File: src/design/utc_pkg.sv
// ============================================================================
// utc_pkg - shared types and constants of the UTF-16 text classifier
// Item and statistics structures, flag bits and the unit absorb function.
// ============================================================================
package utc_pkg;

    // Field widths
    localparam int UNIT_W = 16;
    localparam int LEN_W  = 16;
    localparam int MASK_W = 16;
    localparam int FLAG_W = 13;
    localparam int VAR_W  = 16;
    localparam int ZB_W   = 10;
    localparam int CRLF_W = 9;
    localparam int CRF_W  = CRLF_W + 1;

    // Result flag bits
    localparam logic [FLAG_W-1:0] F_ASCII16     = 13'h0001;
    localparam logic [FLAG_W-1:0] F_STATS       = 13'h0002;
    localparam logic [FLAG_W-1:0] F_CONTROLS    = 13'h0004;
    localparam logic [FLAG_W-1:0] F_SIGNATURE   = 13'h0008;
    localparam logic [FLAG_W-1:0] F_REV_ASCII16 = 13'h0010;
    localparam logic [FLAG_W-1:0] F_REV_STATS   = 13'h0020;
    localparam logic [FLAG_W-1:0] F_REV_CTRL    = 13'h0040;
    localparam logic [FLAG_W-1:0] F_REV_SIG     = 13'h0080;
    localparam logic [FLAG_W-1:0] F_ILLEGAL     = 13'h0100;
    localparam logic [FLAG_W-1:0] F_ODD_LEN     = 13'h0200;
    localparam logic [FLAG_W-1:0] F_NULL_BYTES  = 13'h1000;
    localparam logic [FLAG_W-1:0] F_SHORT       = 13'h0005;

    // Verdict masks
    localparam logic [FLAG_W-1:0] V_SIG_MASK = 13'h0B08;
    localparam logic [FLAG_W-1:0] V_SIG_ONLY = 13'h0008;
    localparam logic [FLAG_W-1:0] V_REVERSE  = 13'h00F0;
    localparam logic [FLAG_W-1:0] V_BAD      = 13'h0F00;
    localparam logic [FLAG_W-1:0] V_GOOD     = 13'h100F;

    // Unit codes
    localparam logic [UNIT_W-1:0] U_NUL     = 16'h0000;
    localparam logic [UNIT_W-1:0] U_TAB     = 16'h0009;
    localparam logic [UNIT_W-1:0] U_LF      = 16'h000A;
    localparam logic [UNIT_W-1:0] U_CR      = 16'h000D;
    localparam logic [UNIT_W-1:0] U_SPACE   = 16'h0020;
    localparam logic [UNIT_W-1:0] U_IDSP    = 16'h3000;
    localparam logic [UNIT_W-1:0] U_REV_TAB = 16'h0900;
    localparam logic [UNIT_W-1:0] U_REV_LF  = 16'h0A00;
    localparam logic [UNIT_W-1:0] U_REV_CR  = 16'h0D00;
    localparam logic [UNIT_W-1:0] U_REV_SP  = 16'h2000;
    localparam logic [UNIT_W-1:0] U_LFCR    = 16'h0A0D;
    localparam logic [UNIT_W-1:0] U_NONCHAR = 16'hFFFF;
    localparam logic [UNIT_W-1:0] U_BOM     = 16'hFEFF;
    localparam logic [UNIT_W-1:0] U_REV_BOM = 16'hFFFE;

    // Byte codes
    localparam logic [7:0] B_CR  = 8'h0D;
    localparam logic [7:0] B_LF  = 8'h0A;
    localparam logic [7:0] B_EOF = 8'h1A;

    localparam logic [VAR_W-1:0] LV_LIMIT = 16'h007F;
    localparam int CRLF_DIV = 40;

    // One unit with its precomputed classes
    typedef struct packed {
        logic [UNIT_W-1:0] unit;
        logic              sp;
        logic              rv;
        logic              il;
        logic              lo_cr;
        logic              lo_lf;
        logic [1:0]        zcnt;
    } t_uinfo;

    // One queued item
    typedef struct packed {
        t_uinfo            u;
        logic              last;
        logic              short_len;
        logic              len2;
        logic              drop_ok;
        logic              odd;
        logic [LEN_W-1:0]  blen;
        logic [MASK_W-1:0] ask;
        logic              masked;
    } t_item;

    // Running statistics
    typedef struct packed {
        logic [7:0]        prev_high;
        logic [7:0]        prev_low;
        logic [VAR_W-1:0]  hv;
        logic [VAR_W-1:0]  lv;
        logic [ZB_W-1:0]   zb;
        logic [CRLF_W-1:0] crlf;
        logic              sp;
        logic              rv;
        logic              il;
    } t_stats;

    // Fold one unit into the statistics
    function automatic t_stats absorb(t_stats s, t_uinfo x);
        t_stats     r;
        logic [7:0] lo;
        logic [7:0] hi;
        logic [7:0] dh;
        logic [7:0] dl;
        r  = s;
        lo = x.unit[7:0];
        hi = x.unit[15:8];
        dh = (hi > s.prev_high) ? hi - s.prev_high : s.prev_high - hi;
        dl = (lo > s.prev_low) ? lo - s.prev_low : s.prev_low - lo;
        r.sp = s.sp | x.sp;
        r.rv = s.rv | x.rv;
        r.il = s.il | x.il;
        if ((x.lo_cr && s.prev_high == B_LF) || (x.lo_lf && s.prev_high == B_CR)) begin
            r.crlf = s.crlf + CRLF_W'(1);
        end
        r.zb        = s.zb + ZB_W'(x.zcnt);
        r.hv        = s.hv + VAR_W'(dh);
        r.lv        = s.lv + VAR_W'(dl);
        r.prev_high = hi;
        r.prev_low  = lo;
        return r;
    endfunction

endpackage

File: src/design/utc_in_if.sv
// ============================================================================
// utc_in_if - input channel of the UTF-16 text classifier
// Valid/ready handshake carrying one buffer unit with its call context.
// ============================================================================
interface utc_in_if;
    import utc_pkg::*;

    logic              valid;
    logic              ready;
    logic [LEN_W-1:0]  byte_len;
    logic [UNIT_W-1:0] unit;
    logic              last_unit;
    logic [MASK_W-1:0] ask_mask;
    logic              mask_present;

    modport source (
        output valid, byte_len, unit, last_unit, ask_mask, mask_present,
        input  ready
    );
    modport sink (
        input  valid, byte_len, unit, last_unit, ask_mask, mask_present,
        output ready
    );
endinterface

File: src/design/utc_out_if.sv
// ============================================================================
// utc_out_if - result channel of the UTF-16 text classifier
// Valid/ready handshake carrying the flag word and the text verdict.
// ============================================================================
interface utc_out_if;
    import utc_pkg::*;

    logic              valid;
    logic              ready;
    logic [FLAG_W-1:0] flags;
    logic              is_text;

    modport source (
        output valid, flags, is_text,
        input  ready
    );
    modport sink (
        input  valid, flags, is_text,
        output ready
    );
endinterface

File: src/design/utc_queue.sv
// ============================================================================
// utc_queue - two-entry item queue
// Decouples the classifying front end from the accumulating back end.
// ============================================================================
module utc_queue #(
    parameter int W = 8
) (
    input  logic         i_clk,
    input  logic         i_rst_n,
    input  logic         i_push,
    input  logic [W-1:0] i_data,
    output logic         o_ready,
    output logic         o_valid,
    output logic [W-1:0] o_data,
    input  logic         i_pop
);
    logic [W-1:0] r_mem [2];
    logic         r_wr;
    logic         r_rd;
    logic [1:0]   r_cnt;
    logic         do_push;
    logic         do_pop;

    assign o_ready = (r_cnt != 2'd2);
    assign o_valid = (r_cnt != 2'd0);
    assign o_data  = r_mem[r_rd];
    assign do_push = i_push & o_ready;
    assign do_pop  = i_pop & o_valid;

    // Store pushed item
    always_ff @(posedge i_clk) begin
        if (do_push) begin
            r_mem[r_wr] <= i_data;
        end
    end

    // Advance pointers and fill count
    always_ff @(posedge i_clk) begin
        if (!i_rst_n) begin
            r_wr  <= 1'b0;
            r_rd  <= 1'b0;
            r_cnt <= 2'd0;
        end else begin
            if (do_push) begin
                r_wr <= ~r_wr;
            end
            if (do_pop) begin
                r_rd <= ~r_rd;
            end
            r_cnt <= r_cnt + 2'(do_push) - 2'(do_pop);
        end
    end
endmodule

File: src/design/utc_front.sv
// ============================================================================
// utc_front - input acceptance and unit classification
// Tags each unit with its character classes and the length decisions.
// ============================================================================
module utc_front #(
    parameter int MAX_UNITS = 256
) (
    utc_in_if.sink          i_in,
    input  logic            i_q_ready,
    output logic            o_push,
    output utc_pkg::t_item  o_item
);
    import utc_pkg::*;

    logic [UNIT_W-1:0] u;
    logic [LEN_W-1:0]  blen;
    logic              short_len;

    assign u         = i_in.unit;
    assign blen      = i_in.byte_len;
    assign short_len = (blen < LEN_W'(2));

    assign i_in.ready = i_q_ready;
    // Drop short-buffer items that end nothing
    assign o_push = i_in.valid & i_q_ready & (~short_len | i_in.last_unit);

    // Classify the unit and the length
    always_comb begin
        o_item.u.unit  = u;
        o_item.u.sp    = (u == U_SPACE) || (u == U_TAB) || (u == U_LF) ||
                         (u == U_CR) || (u == U_IDSP);
        o_item.u.rv    = (u == U_REV_TAB) || (u == U_REV_LF) || (u == U_REV_CR) ||
                         (u == U_REV_SP);
        o_item.u.il    = (u == U_NUL) || (u == U_LFCR) || (u == U_REV_BOM) ||
                         (u == U_NONCHAR);
        o_item.u.lo_cr = (u[7:0] == B_CR);
        o_item.u.lo_lf = (u[7:0] == B_LF);
        o_item.u.zcnt  = 2'(u[7:0] == 8'd0) + 2'(u[15:8] == 8'd0);
        o_item.last      = i_in.last_unit;
        o_item.short_len = short_len;
        o_item.len2      = (blen == LEN_W'(2));
        o_item.drop_ok   = ~blen[0] && (blen > LEN_W'(2)) &&
                           (blen[LEN_W-1:1] <= (LEN_W-1)'(MAX_UNITS));
        o_item.odd       = blen[0];
        o_item.blen      = blen;
        o_item.ask       = i_in.ask_mask;
        o_item.masked    = i_in.mask_present;
    end
endmodule

File: src/design/utc_back.sv
// ============================================================================
// utc_back - statistics accumulation and verdict pipeline
// Folds units into running statistics and finishes each buffer in two stages.
// ============================================================================
module utc_back #(
    parameter int MAX_UNITS = 256,
    parameter int LEN_CAP   = 512
) (
    input  logic           i_clk,
    input  logic           i_rst_n,
    input  logic           i_q_valid,
    input  utc_pkg::t_item i_item,
    output logic           o_pop,
    utc_out_if.source      o_out
);
    import utc_pkg::*;

    localparam int CNT_W = $clog2(MAX_UNITS + 1);
    localparam int CAP_W = $clog2(LEN_CAP + 1);

    typedef struct packed {
        logic [VAR_W-1:0]  hv;
        logic [VAR_W-1:0]  lv;
        logic [CRF_W-1:0]  crlf;
        logic              nulls;
        logic              sp;
        logic              rv;
        logic              il;
        logic [CAP_W-1:0]  cap;
        logic              odd;
        logic [UNIT_W-1:0] first;
        logic [MASK_W-1:0] ask;
        logic              masked;
        logic              short_res;
    } t_fin;

    // Accumulator state
    t_stats            r_st,    n_st;
    t_uinfo            r_held,  n_held;
    logic              r_hval,  n_hval;
    logic [UNIT_W-1:0] r_first, n_first;
    logic [CNT_W-1:0]  r_cnt,   n_cnt;

    // Snapshot stage
    logic              r_s_vld;
    t_stats            r_s_st;
    t_uinfo            r_s_held;
    logic [UNIT_W-1:0] r_s_first;
    logic [CNT_W-1:0]  r_s_cnt;
    t_item             r_s_item;

    // Finish stage
    logic              r_t_vld;
    t_fin              r_t;
    t_fin              n_t;

    // Output register
    logic              r_o_vld;
    logic [FLAG_W-1:0] r_o_flags;
    logic              r_o_text;
    logic [FLAG_W-1:0] n_flags;
    logic              n_text;

    logic o_adv;
    logic t_adv;
    logic s_free;
    logic take;
    t_stats st_a;

    assign o_adv  = ~r_o_vld | o_out.ready;
    assign t_adv  = ~r_t_vld | o_adv;
    assign s_free = ~r_s_vld | t_adv;
    // Hold a last item until the snapshot stage can take it
    assign o_pop  = i_q_valid & (~i_item.last | s_free);

    assign o_out.valid   = r_o_vld;
    assign o_out.flags   = r_o_flags;
    assign o_out.is_text = r_o_text;

    // Accumulate one unit, clear at buffer end
    always_comb begin
        take    = (r_cnt < CNT_W'(MAX_UNITS));
        st_a    = r_hval ? absorb(r_st, r_held) : r_st;
        n_st    = r_st;
        n_held  = r_held;
        n_hval  = r_hval;
        n_first = r_first;
        n_cnt   = r_cnt;
        if (take) begin
            n_st    = st_a;
            n_first = r_hval ? r_first : i_item.u.unit;
            n_held  = i_item.u;
            n_hval  = 1'b1;
            n_cnt   = r_cnt + CNT_W'(1);
        end
    end

    always_ff @(posedge i_clk) begin
        if (!i_rst_n) begin
            r_st    <= '0;
            r_hval  <= 1'b0;
            r_cnt   <= '0;
            r_held  <= '0;
            r_first <= '0;
        end else if (o_pop) begin
            if (i_item.last) begin
                r_st   <= '0;
                r_hval <= 1'b0;
                r_cnt  <= '0;
            end else if (!i_item.short_len) begin
                r_st    <= n_st;
                r_hval  <= n_hval;
                r_cnt   <= n_cnt;
                r_held  <= n_held;
                r_first <= n_first;
            end
        end
    end

    // Capture the buffer-end snapshot
    always_ff @(posedge i_clk) begin
        if (!i_rst_n) begin
            r_s_vld <= 1'b0;
        end else if (s_free) begin
            r_s_vld <= o_pop & i_item.last;
        end
    end

    always_ff @(posedge i_clk) begin
        if (s_free && o_pop && i_item.last) begin
            r_s_st    <= n_st;
            r_s_held  <= n_held;
            r_s_first <= n_first;
            r_s_cnt   <= n_cnt;
            r_s_item  <= i_item;
        end
    end

    // Apply the trailing unit rules and end-of-buffer tests
    always_comb begin
        logic   hi_zero;
        logic   lone;
        logic   drop;
        logic   done_any;
        t_stats fs;
        hi_zero  = (r_s_held.unit[15:8] == 8'd0);
        lone     = r_s_item.len2 && (r_s_held.unit != U_NUL) && hi_zero;
        drop     = ~r_s_item.len2 && r_s_item.drop_ok && hi_zero;
        fs       = drop ? r_s_st : absorb(r_s_st, r_s_held);
        done_any = ~(drop && (r_s_cnt == CNT_W'(1)));

        n_t.crlf  = CRF_W'(fs.crlf);
        n_t.nulls = 1'b0;
        if (done_any) begin
            if ((fs.prev_low == B_CR && fs.prev_high == B_LF) ||
                (fs.prev_low == B_LF && fs.prev_high == B_CR)) begin
                n_t.crlf = n_t.crlf + CRF_W'(1);
            end
            if (fs.prev_high != 8'd0) begin
                n_t.nulls = (fs.zb != '0);
                if (fs.prev_high == B_EOF) begin
                    n_t.crlf = n_t.crlf + CRF_W'(1);
                end
            end else begin
                n_t.nulls = (fs.zb > ZB_W'(1));
            end
        end
        n_t.hv        = fs.hv;
        n_t.lv        = fs.lv;
        n_t.sp        = fs.sp;
        n_t.rv        = fs.rv;
        n_t.il        = fs.il;
        n_t.cap       = (r_s_item.blen > LEN_W'(LEN_CAP)) ? CAP_W'(LEN_CAP)
                                                           : CAP_W'(r_s_item.blen);
        n_t.odd       = r_s_item.odd;
        n_t.first     = r_s_first;
        n_t.ask       = r_s_item.ask;
        n_t.masked    = r_s_item.masked;
        n_t.short_res = r_s_item.short_len | lone;
    end

    always_ff @(posedge i_clk) begin
        if (!i_rst_n) begin
            r_t_vld <= 1'b0;
        end else if (t_adv) begin
            r_t_vld <= r_s_vld;
        end
    end

    always_ff @(posedge i_clk) begin
        if (t_adv && r_s_vld) begin
            r_t <= n_t;
        end
    end

    // Build the flag word and the verdict
    always_comb begin
        logic [VAR_W+1:0]  hv3;
        logic [VAR_W+1:0]  lv3;
        logic [LEN_W-1:0]  lim;
        logic [FLAG_W-1:0] f;
        hv3 = (VAR_W+2)'(r_t.hv) + ((VAR_W+2)'(r_t.hv) << 1);
        lv3 = (VAR_W+2)'(r_t.lv) + ((VAR_W+2)'(r_t.lv) << 1);
        lim = LEN_W'(r_t.crlf + CRF_W'(1)) * LEN_W'(CRLF_DIV);
        f   = '0;
        if (r_t.lv < LV_LIMIT) begin
            if (r_t.hv == '0) begin
                f = F_ASCII16;
            end else if (r_t.lv == '0) begin
                f = F_REV_ASCII16;
            end
        end
        if (hv3 < (VAR_W+2)'(r_t.lv)) f |= F_STATS;
        if (lv3 < (VAR_W+2)'(r_t.hv)) f |= F_REV_STATS;
        if (r_t.sp) f |= F_CONTROLS;
        if (r_t.rv) f |= F_REV_CTRL;
        if (r_t.il || ((r_t.crlf != '0) && (LEN_W'(r_t.cap) < lim))) f |= F_ILLEGAL;
        if (r_t.odd) f |= F_ODD_LEN;
        if (r_t.nulls) f |= F_NULL_BYTES;
        if (r_t.first == U_BOM) begin
            f |= F_SIGNATURE;
        end else if (r_t.first == U_REV_BOM) begin
            f |= F_REV_SIG;
        end
        if (r_t.masked) begin
            f &= r_t.ask[FLAG_W-1:0];
        end

        priority if ((f & V_SIG_MASK) == V_SIG_ONLY) begin
            n_text = 1'b1;
        end else if ((f & V_REVERSE) != '0) begin
            n_text = 1'b0;
        end else if ((f & V_BAD) != '0) begin
            n_text = 1'b0;
        end else if ((f & V_GOOD) != '0) begin
            n_text = 1'b1;
        end else begin
            n_text = 1'b0;
        end
        n_flags = f;
        if (r_t.short_res) begin
            n_flags = F_SHORT;
            n_text  = 1'b0;
        end
    end

    always_ff @(posedge i_clk) begin
        if (!i_rst_n) begin
            r_o_vld <= 1'b0;
        end else if (o_adv) begin
            r_o_vld <= r_t_vld;
        end
    end

    always_ff @(posedge i_clk) begin
        if (o_adv && r_t_vld) begin
            r_o_flags <= n_flags;
            r_o_text  <= n_text;
        end
    end
endmodule

File: src/design/utf16_text_classifier.sv
// ============================================================================
// utf16_text_classifier - UTF-16 text detection heuristic
// Streams 16-bit units of a buffer and reports test flags and a text verdict.
// ============================================================================
// Usage:
//   i_in carries one little-endian unit per item together with the buffer's
//   byte length, the caller's mask and its presence bit; last_unit marks the
//   final unit of a buffer. Only the first MAX_UNITS units are counted.
//   o_out carries one result per buffer: the masked flag word and is_text.
//   Throughput: one item per cycle, sustained while o_out accepts results,
//   including back-to-back buffers. A result moves from the queue through the
//   snapshot and finish stages to the flag build into the output register.
//   A two-entry queue sits between the classifying front end and the
//   accumulating back end; when o_out stalls, the output register and the
//   pipeline stages fill, the queue backs up and i_in.ready drops.
//   Non-final units keep flowing while a result waits.
//   Reset clears all statistics, the queue and every valid flag; no result
//   is pending after reset.
// ============================================================================
module utf16_text_classifier #(
    parameter int MAX_UNITS = 256,
    parameter int LEN_CAP   = 512
) (
    input  logic       i_clk,
    input  logic       i_rst_n,
    utc_in_if.sink     i_in,
    utc_out_if.source  o_out
);
    import utc_pkg::*;

    logic  f_push;
    t_item f_item;
    logic  q_ready;
    logic  q_valid;
    t_item q_item;
    logic  b_pop;

    // Classify accepted units
    utc_front #(
        .MAX_UNITS(MAX_UNITS)
    ) u_front (
        .i_in      (i_in),
        .i_q_ready (q_ready),
        .o_push    (f_push),
        .o_item    (f_item)
    );

    // Decouple front and back
    utc_queue #(
        .W($bits(t_item))
    ) u_queue (
        .i_clk   (i_clk),
        .i_rst_n (i_rst_n),
        .i_push  (f_push),
        .i_data  (f_item),
        .o_ready (q_ready),
        .o_valid (q_valid),
        .o_data  (q_item),
        .i_pop   (b_pop)
    );

    // Accumulate and finish
    utc_back #(
        .MAX_UNITS(MAX_UNITS),
        .LEN_CAP  (LEN_CAP)
    ) u_back (
        .i_clk     (i_clk),
        .i_rst_n   (i_rst_n),
        .i_q_valid (q_valid),
        .i_item    (q_item),
        .o_pop     (b_pop),
        .o_out     (o_out)
    );
endmodule
File: src/flat_wrapper.sv
// flat-port wrapper written by rule: the top's interface ports become plain ports
module utf16_text_classifier_flat import utc_pkg::*;
#(
    parameter int MAX_UNITS = 256,
    parameter int LEN_CAP   = 512
)
  (i_clk, i_rst_n, i_in_valid, i_in_byte_len, i_in_unit, i_in_last_unit, i_in_ask_mask, i_in_mask_present, i_in_ready, o_out_valid, o_out_flags, o_out_is_text, o_out_ready);
  utc_in_if i_in_i ();
  utc_out_if o_out_i ();
  input  logic i_clk;
  input  logic i_rst_n;
  input wire logic [$bits(i_in_i.valid)-1:0] i_in_valid;
  input wire logic [$bits(i_in_i.byte_len)-1:0] i_in_byte_len;
  input wire logic [$bits(i_in_i.unit)-1:0] i_in_unit;
  input wire logic [$bits(i_in_i.last_unit)-1:0] i_in_last_unit;
  input wire logic [$bits(i_in_i.ask_mask)-1:0] i_in_ask_mask;
  input wire logic [$bits(i_in_i.mask_present)-1:0] i_in_mask_present;
  output wire logic [$bits(i_in_i.ready)-1:0] i_in_ready;
  output wire logic [$bits(o_out_i.valid)-1:0] o_out_valid;
  output wire logic [$bits(o_out_i.flags)-1:0] o_out_flags;
  output wire logic [$bits(o_out_i.is_text)-1:0] o_out_is_text;
  input wire logic [$bits(o_out_i.ready)-1:0] o_out_ready;
  assign i_in_i.valid = i_in_valid;
  assign i_in_i.byte_len = i_in_byte_len;
  assign i_in_i.unit = i_in_unit;
  assign i_in_i.last_unit = i_in_last_unit;
  assign i_in_i.ask_mask = i_in_ask_mask;
  assign i_in_i.mask_present = i_in_mask_present;
  assign i_in_ready = i_in_i.ready;
  assign o_out_valid = o_out_i.valid;
  assign o_out_flags = o_out_i.flags;
  assign o_out_is_text = o_out_i.is_text;
  assign o_out_i.ready = o_out_ready;
  utf16_text_classifier #(.MAX_UNITS(MAX_UNITS), .LEN_CAP(LEN_CAP)) u_core (.i_clk(i_clk), .i_rst_n(i_rst_n), .i_in(i_in_i), .o_out(o_out_i));
endmodule
File: config.mk
export PLATFORM = sky130hd
export DESIGN_NAME = utf16_text_classifier_flat
export DESIGN_NICKNAME = d
export VERILOG_FILES = /design/src/design/utc_pkg.sv /design/src/design/utc_in_if.sv /design/src/design/utc_out_if.sv /design/src/design/utc_queue.sv /design/src/design/utc_front.sv /design/src/design/utc_back.sv /design/src/design/utf16_text_classifier.sv /design/src/flat_wrapper.sv
export SDC_FILE = /design/constraint.sdc
export NUM_CORES = 1
export LEC_CHECK = 0
export CORE_MARGIN = 3
export CORE_UTILIZATION = 54
export CTS_BUF_LIST = sky130_fd_sc_hd__clkbuf_8
export DETAILED_ROUTE_END_ITERATION = 10
export DONT_BUFFER_PORTS = 1
export PLACE_DENSITY = 0.69
export SKIP_LAST_GASP = 1
export SYNTH_ARGS = -nofsm -noshare
export SYNTH_HDL_FRONTEND = slang
export SYNTH_SLANG_ARGS = --single-unit
File: constraint.sdc
create_clock -name i_clk -period 20.7 [get_ports i_clk]
set_clock_uncertainty 0.2 [all_clocks]
set_input_delay 2.07 -clock i_clk [delete_from_list [all_inputs] [get_ports i_clk]]
set_output_delay 2.07 -clock i_clk [all_outputs]
set_load 0.01 [all_outputs]
==> flow_metrics.env <==
export IMPL_status="finished, final reports clean"
export IMPL_slew_headroom_pct=38.9
export IMPL_worstMarginPinSlew_ps=916
export IMPL_yosys_warnings=0
export IMPL_ys_ff_latch=481
export IMPL_cts_resized_gates=0
export IMPL_yosysTopAreaCell="edfxtp_1"
export IMPL_synth_area_leaders="edfxtp_1 40%, ha_1 9.8%, dfxtp_1 9.5%"
export IMPL_maxCapViolCount=0
export IMPL_grt_pass1_wl_um=95400
export IMPL_start_util_pct=55.4
export IMPL_crit_start="u_core.u_back.r_held[7]$_SDFFE_PN0P_"
export IMPL_drv_slew=0
export IMPL_stdcell_count=3241
export IMPL_tns_ps=0
export IMPL_synth_edf_count=354
export IMPL_placed_area_mm2=0.0274
export IMPL_path_cells="inv_1 -> ha_1 -> inv_1 -> fa_1 -> a21o_1 -> a21o_1 -> a21oi_1 -> o21ai_0 -> and2_1 -> mux2_1 -> a211oi_1 -> nor2_1 -> nor4_1 -> ha_1 -> inv_1 -> o21a_1 -> o21ai_1 -> nand3_1 -> or4_1 -> a31oi_1"
export IMPL_dieWidth_um=229
export IMPL_fin_crit_sh_pct=27.8
export IMPL_critPathSlowestCell="nor4_1"
export IMPL_ys_flop_type="edfxtp_1"
export IMPL_die_area_mm2=0.0523
export IMPL_setup_ws_ps=14940
export IMPL_vias=18800
export IMPL_final_util_pct=59.9
export IMPL_stdcell_area_mm2=0.0290
export IMPL_hold_buffers=0
export IMPL_dp_cells=3089
export IMPL_syn_area_mm2=0.0268
export IMPL_drc=0
export IMPL_period_minus_slack_ps=5760
export IMPL_reg2reg_from="u_core.u_back.r_held[7]$_SDFFE_PN0P_"
export IMPL_vias_per_cell=5.79
export IMPL_end_kind="flip-flop"
export IMPL_drtAntennaViolNets=0
export IMPL_grt_overflow_total=0
export IMPL_grt_max_degree=120
export IMPL_gp_congestion=0.899
export IMPL_grt_antenna_before_repair=1
export IMPL_hold_class="reg2reg"
export IMPL_ios=70
export IMPL_cp_start_kind="flip-flop"
export IMPL_rows=80
export IMPL_fmax_mhz=174
export IMPL_cpMostUsedCell="inv_1"
export IMPL_ys_seq_area_share_pct=49.2
export IMPL_n_fill_cell=3946
export IMPL_wl_um=59200
export IMPL_p_leak_nw=11.1
export IMPL_vdd_drop_max_uv=97.6
export IMPL_core_area_mm2=0.0483
export IMPL_setup_viol=0
export IMPL_detail_route_wl_per_cell_um=18.3
export IMPL_grt_pass1_vias=18500
export IMPL_avgSynthCellArea_um2=10.7
export IMPL_dr_first_iter_drc_count=1206
export IMPL_async_flop_share_pct=0
export IMPL_die_h_um=229
export IMPL_drive_gt1_share_pct=8.05
export IMPL_worst_path_max_fanout=8
export IMPL_synthDistinctLibCells=90
export IMPL_synth_cells=2509
export IMPL_pre_cts_ws_ps=15090
export IMPL_cts_sinks=481
export IMPL_clk_latency_ps=680
export IMPL_seq_area_mm2=0.0132
export IMPL_numCtsBuffers=81
export IMPL_critPathMaxStageDelay_ps=650
export IMPL_diodes=0
export IMPL_critPathKind="reg2reg"
export IMPL_arrival_ps=6120
export IMPL_rsz0062_at_grt="false"
export IMPL_dr_pass1_iters=5
export IMPL_crit_required_ps=21070
export IMPL_synth_top_area_share_pct=39.7
export IMPL_path_clk_slew_ps=60
export IMPL_cts_path_max_buffers=3
export IMPL_root_buffer="clkbuf_8"
export IMPL_post_cts_buffers=0
export IMPL_multi_input_area_mm2=0.0126
export IMPL_hpwl_um=42300
export IMPL_fin_nets=2797
export IMPL_hp_start="u_core.u_back.r_s_first[6]$_DFFE_PP_"
export IMPL_area_delta_synth_final_pct=8.21
export IMPL_htree_levels=3
export IMPL_cts_tree="yes"
export IMPL_portBuffers=0
export IMPL_power_density_mw_per_mm2=131
export IMPL_hold_viol_final=0
export IMPL_grt_usage_pct=22.6
[critical path: cells and delay by family, from the launching register on]
kind | cells | cell delay, ps
AOI/OAI and AO/OA | 8 | 1850
muxes | 1 | 380
and+or+nand+nor | 5 | 1840
buffers and inverters | 3 | 220
DFF | 1 | 340
adders and majority gates | 3 | 820
[routing by layer]
metal  part of all wire, %  up-vias  track usage, %
met5                     0        -               0
met4                   3.6        0            9.21
met3                   5.5      127            4.52
met2                    46      486            36.2
met1                    45     9019            30.3
li1                      -     9147               -
[synth_stat cells (22+ instances only)]
| master | number |
|---|---|
| edfxtp_1 | 354 |
| nand2_1 | 222 |
| nor2_1 | 214 |
| ha_1 | 210 |
| inv_1 | 164 |
| a21oi_1 | 158 |
| dfxtp_1 | 127 |
| xnor2_1 | 105 |
| o21ai_0 | 96 |
| mux2i_1 | 77 |
| clkbuf_1 | 76 |
| a21o_1 | 59 |
| a22oi_1 | 58 |
| xor2_1 | 56 |
| nand3_1 | 52 |
| mux2_2 | 47 |
| nor3_1 | 43 |
| nand4_1 | 42 |
| nor4_1 | 25 |
| o21bai_1 | 22 |
[stage by stage]
step / hold WS [ps] / total power [mW]
2_1_floorplan: 200 / 2.60
3_3_place_gp: 202 / 2.94
3_5_place_dp: 205 / 2.99
4_1_cts: 218 / 3.81
5_1_grt: 227 / 4.06
6_report: 219 / 3.79
[power by group]
part	internal, mW	total [mW]	switching, mW
clock	0.411	0.800	0.389
combinational	0.628	1.58	0.952
sequential	1.30	1.41	0.112
total	2.33	3.79	1.45
[sequential cells by signal, indices dropped and copies added (netlist names), 2 cells and up, named ones only]
register                   cells
u_core.u_back.r_t             83
u_core.u_back.r_cnt            9
u_core.u_back.r_s_st          70
u_core.u_back.r_s_first       16
u_core.u_back.r_held          23
u_core.u_back.o_out.flags     11
u_core.u_back.r_s_cnt          9
u_core.u_queue.r_cnt           2
u_core.u_back.r_s_item        19
u_core.u_back.r_first         16
u_core.u_queue.r_mem         110
u_core.u_back.r_s_held        23
u_core.u_back.n_t             12
u_core.u_back.r_st            70
[area by class of cell]
cell class              instances  share of cell area [%]
multi-input cells            1767                    43.6
flip-flops and latches        481                    45.5
repair buffers                 20                   0.562
clock buffers                  88                    4.18
inverters                     165                    2.16
clock inverters                64                    1.19
well taps                     656                    2.83
[layout by cell type (no fill, tap or decap), types with 56 or more instances in the layout]
| cell | netlist | routed |
|---|---|---|
| inv_1 | 164 | 188 |
| o21ai_0 | 96 | 96 |
| nor2_1 | 214 | 210 |
| a22oi_1 | 58 | 58 |
| mux2i_1 | 77 | 77 |
| xor2_1 | 56 | 56 |
| nand2_1 | 222 | 222 |
| ha_1 | 210 | 210 |
| xnor2_1 | 105 | 105 |
| edfxtp_1 | 354 | 354 |
| dfxtp_1 | 127 | 125 |
| clkbuf_8 | 2 | 88 |
| a21o_1 | 59 | 59 |
| a21oi_1 | 158 | 158 |
[cell families after synthesis]
group,synth area share (%)
AND/OR/NAND/NOR,12.7
flip-flops,49.2
multiplexers,4.95
buffers and inverters,3.81
adder cells (fa/ha/maj),11.1
AO/OA/AOI/OAI,12.9
other,0.0140
XOR/XNOR,5.33
[final timing paths]
kind,cells after the start,endpoint,slack (ps)
min,0,u_core.u_back.r_t[24]$_DFFE_PP_,220
min reg2reg,0,u_core.u_back.r_t[24]$_DFFE_PP_,220
max reg2reg,20,u_core.u_back.r_st[35]$_SDFFE_PN0P_,14940
max,20,u_core.u_back.r_st[35]$_SDFFE_PN0P_,14940
No activity file was read; power rests on OpenSTA's default activity.
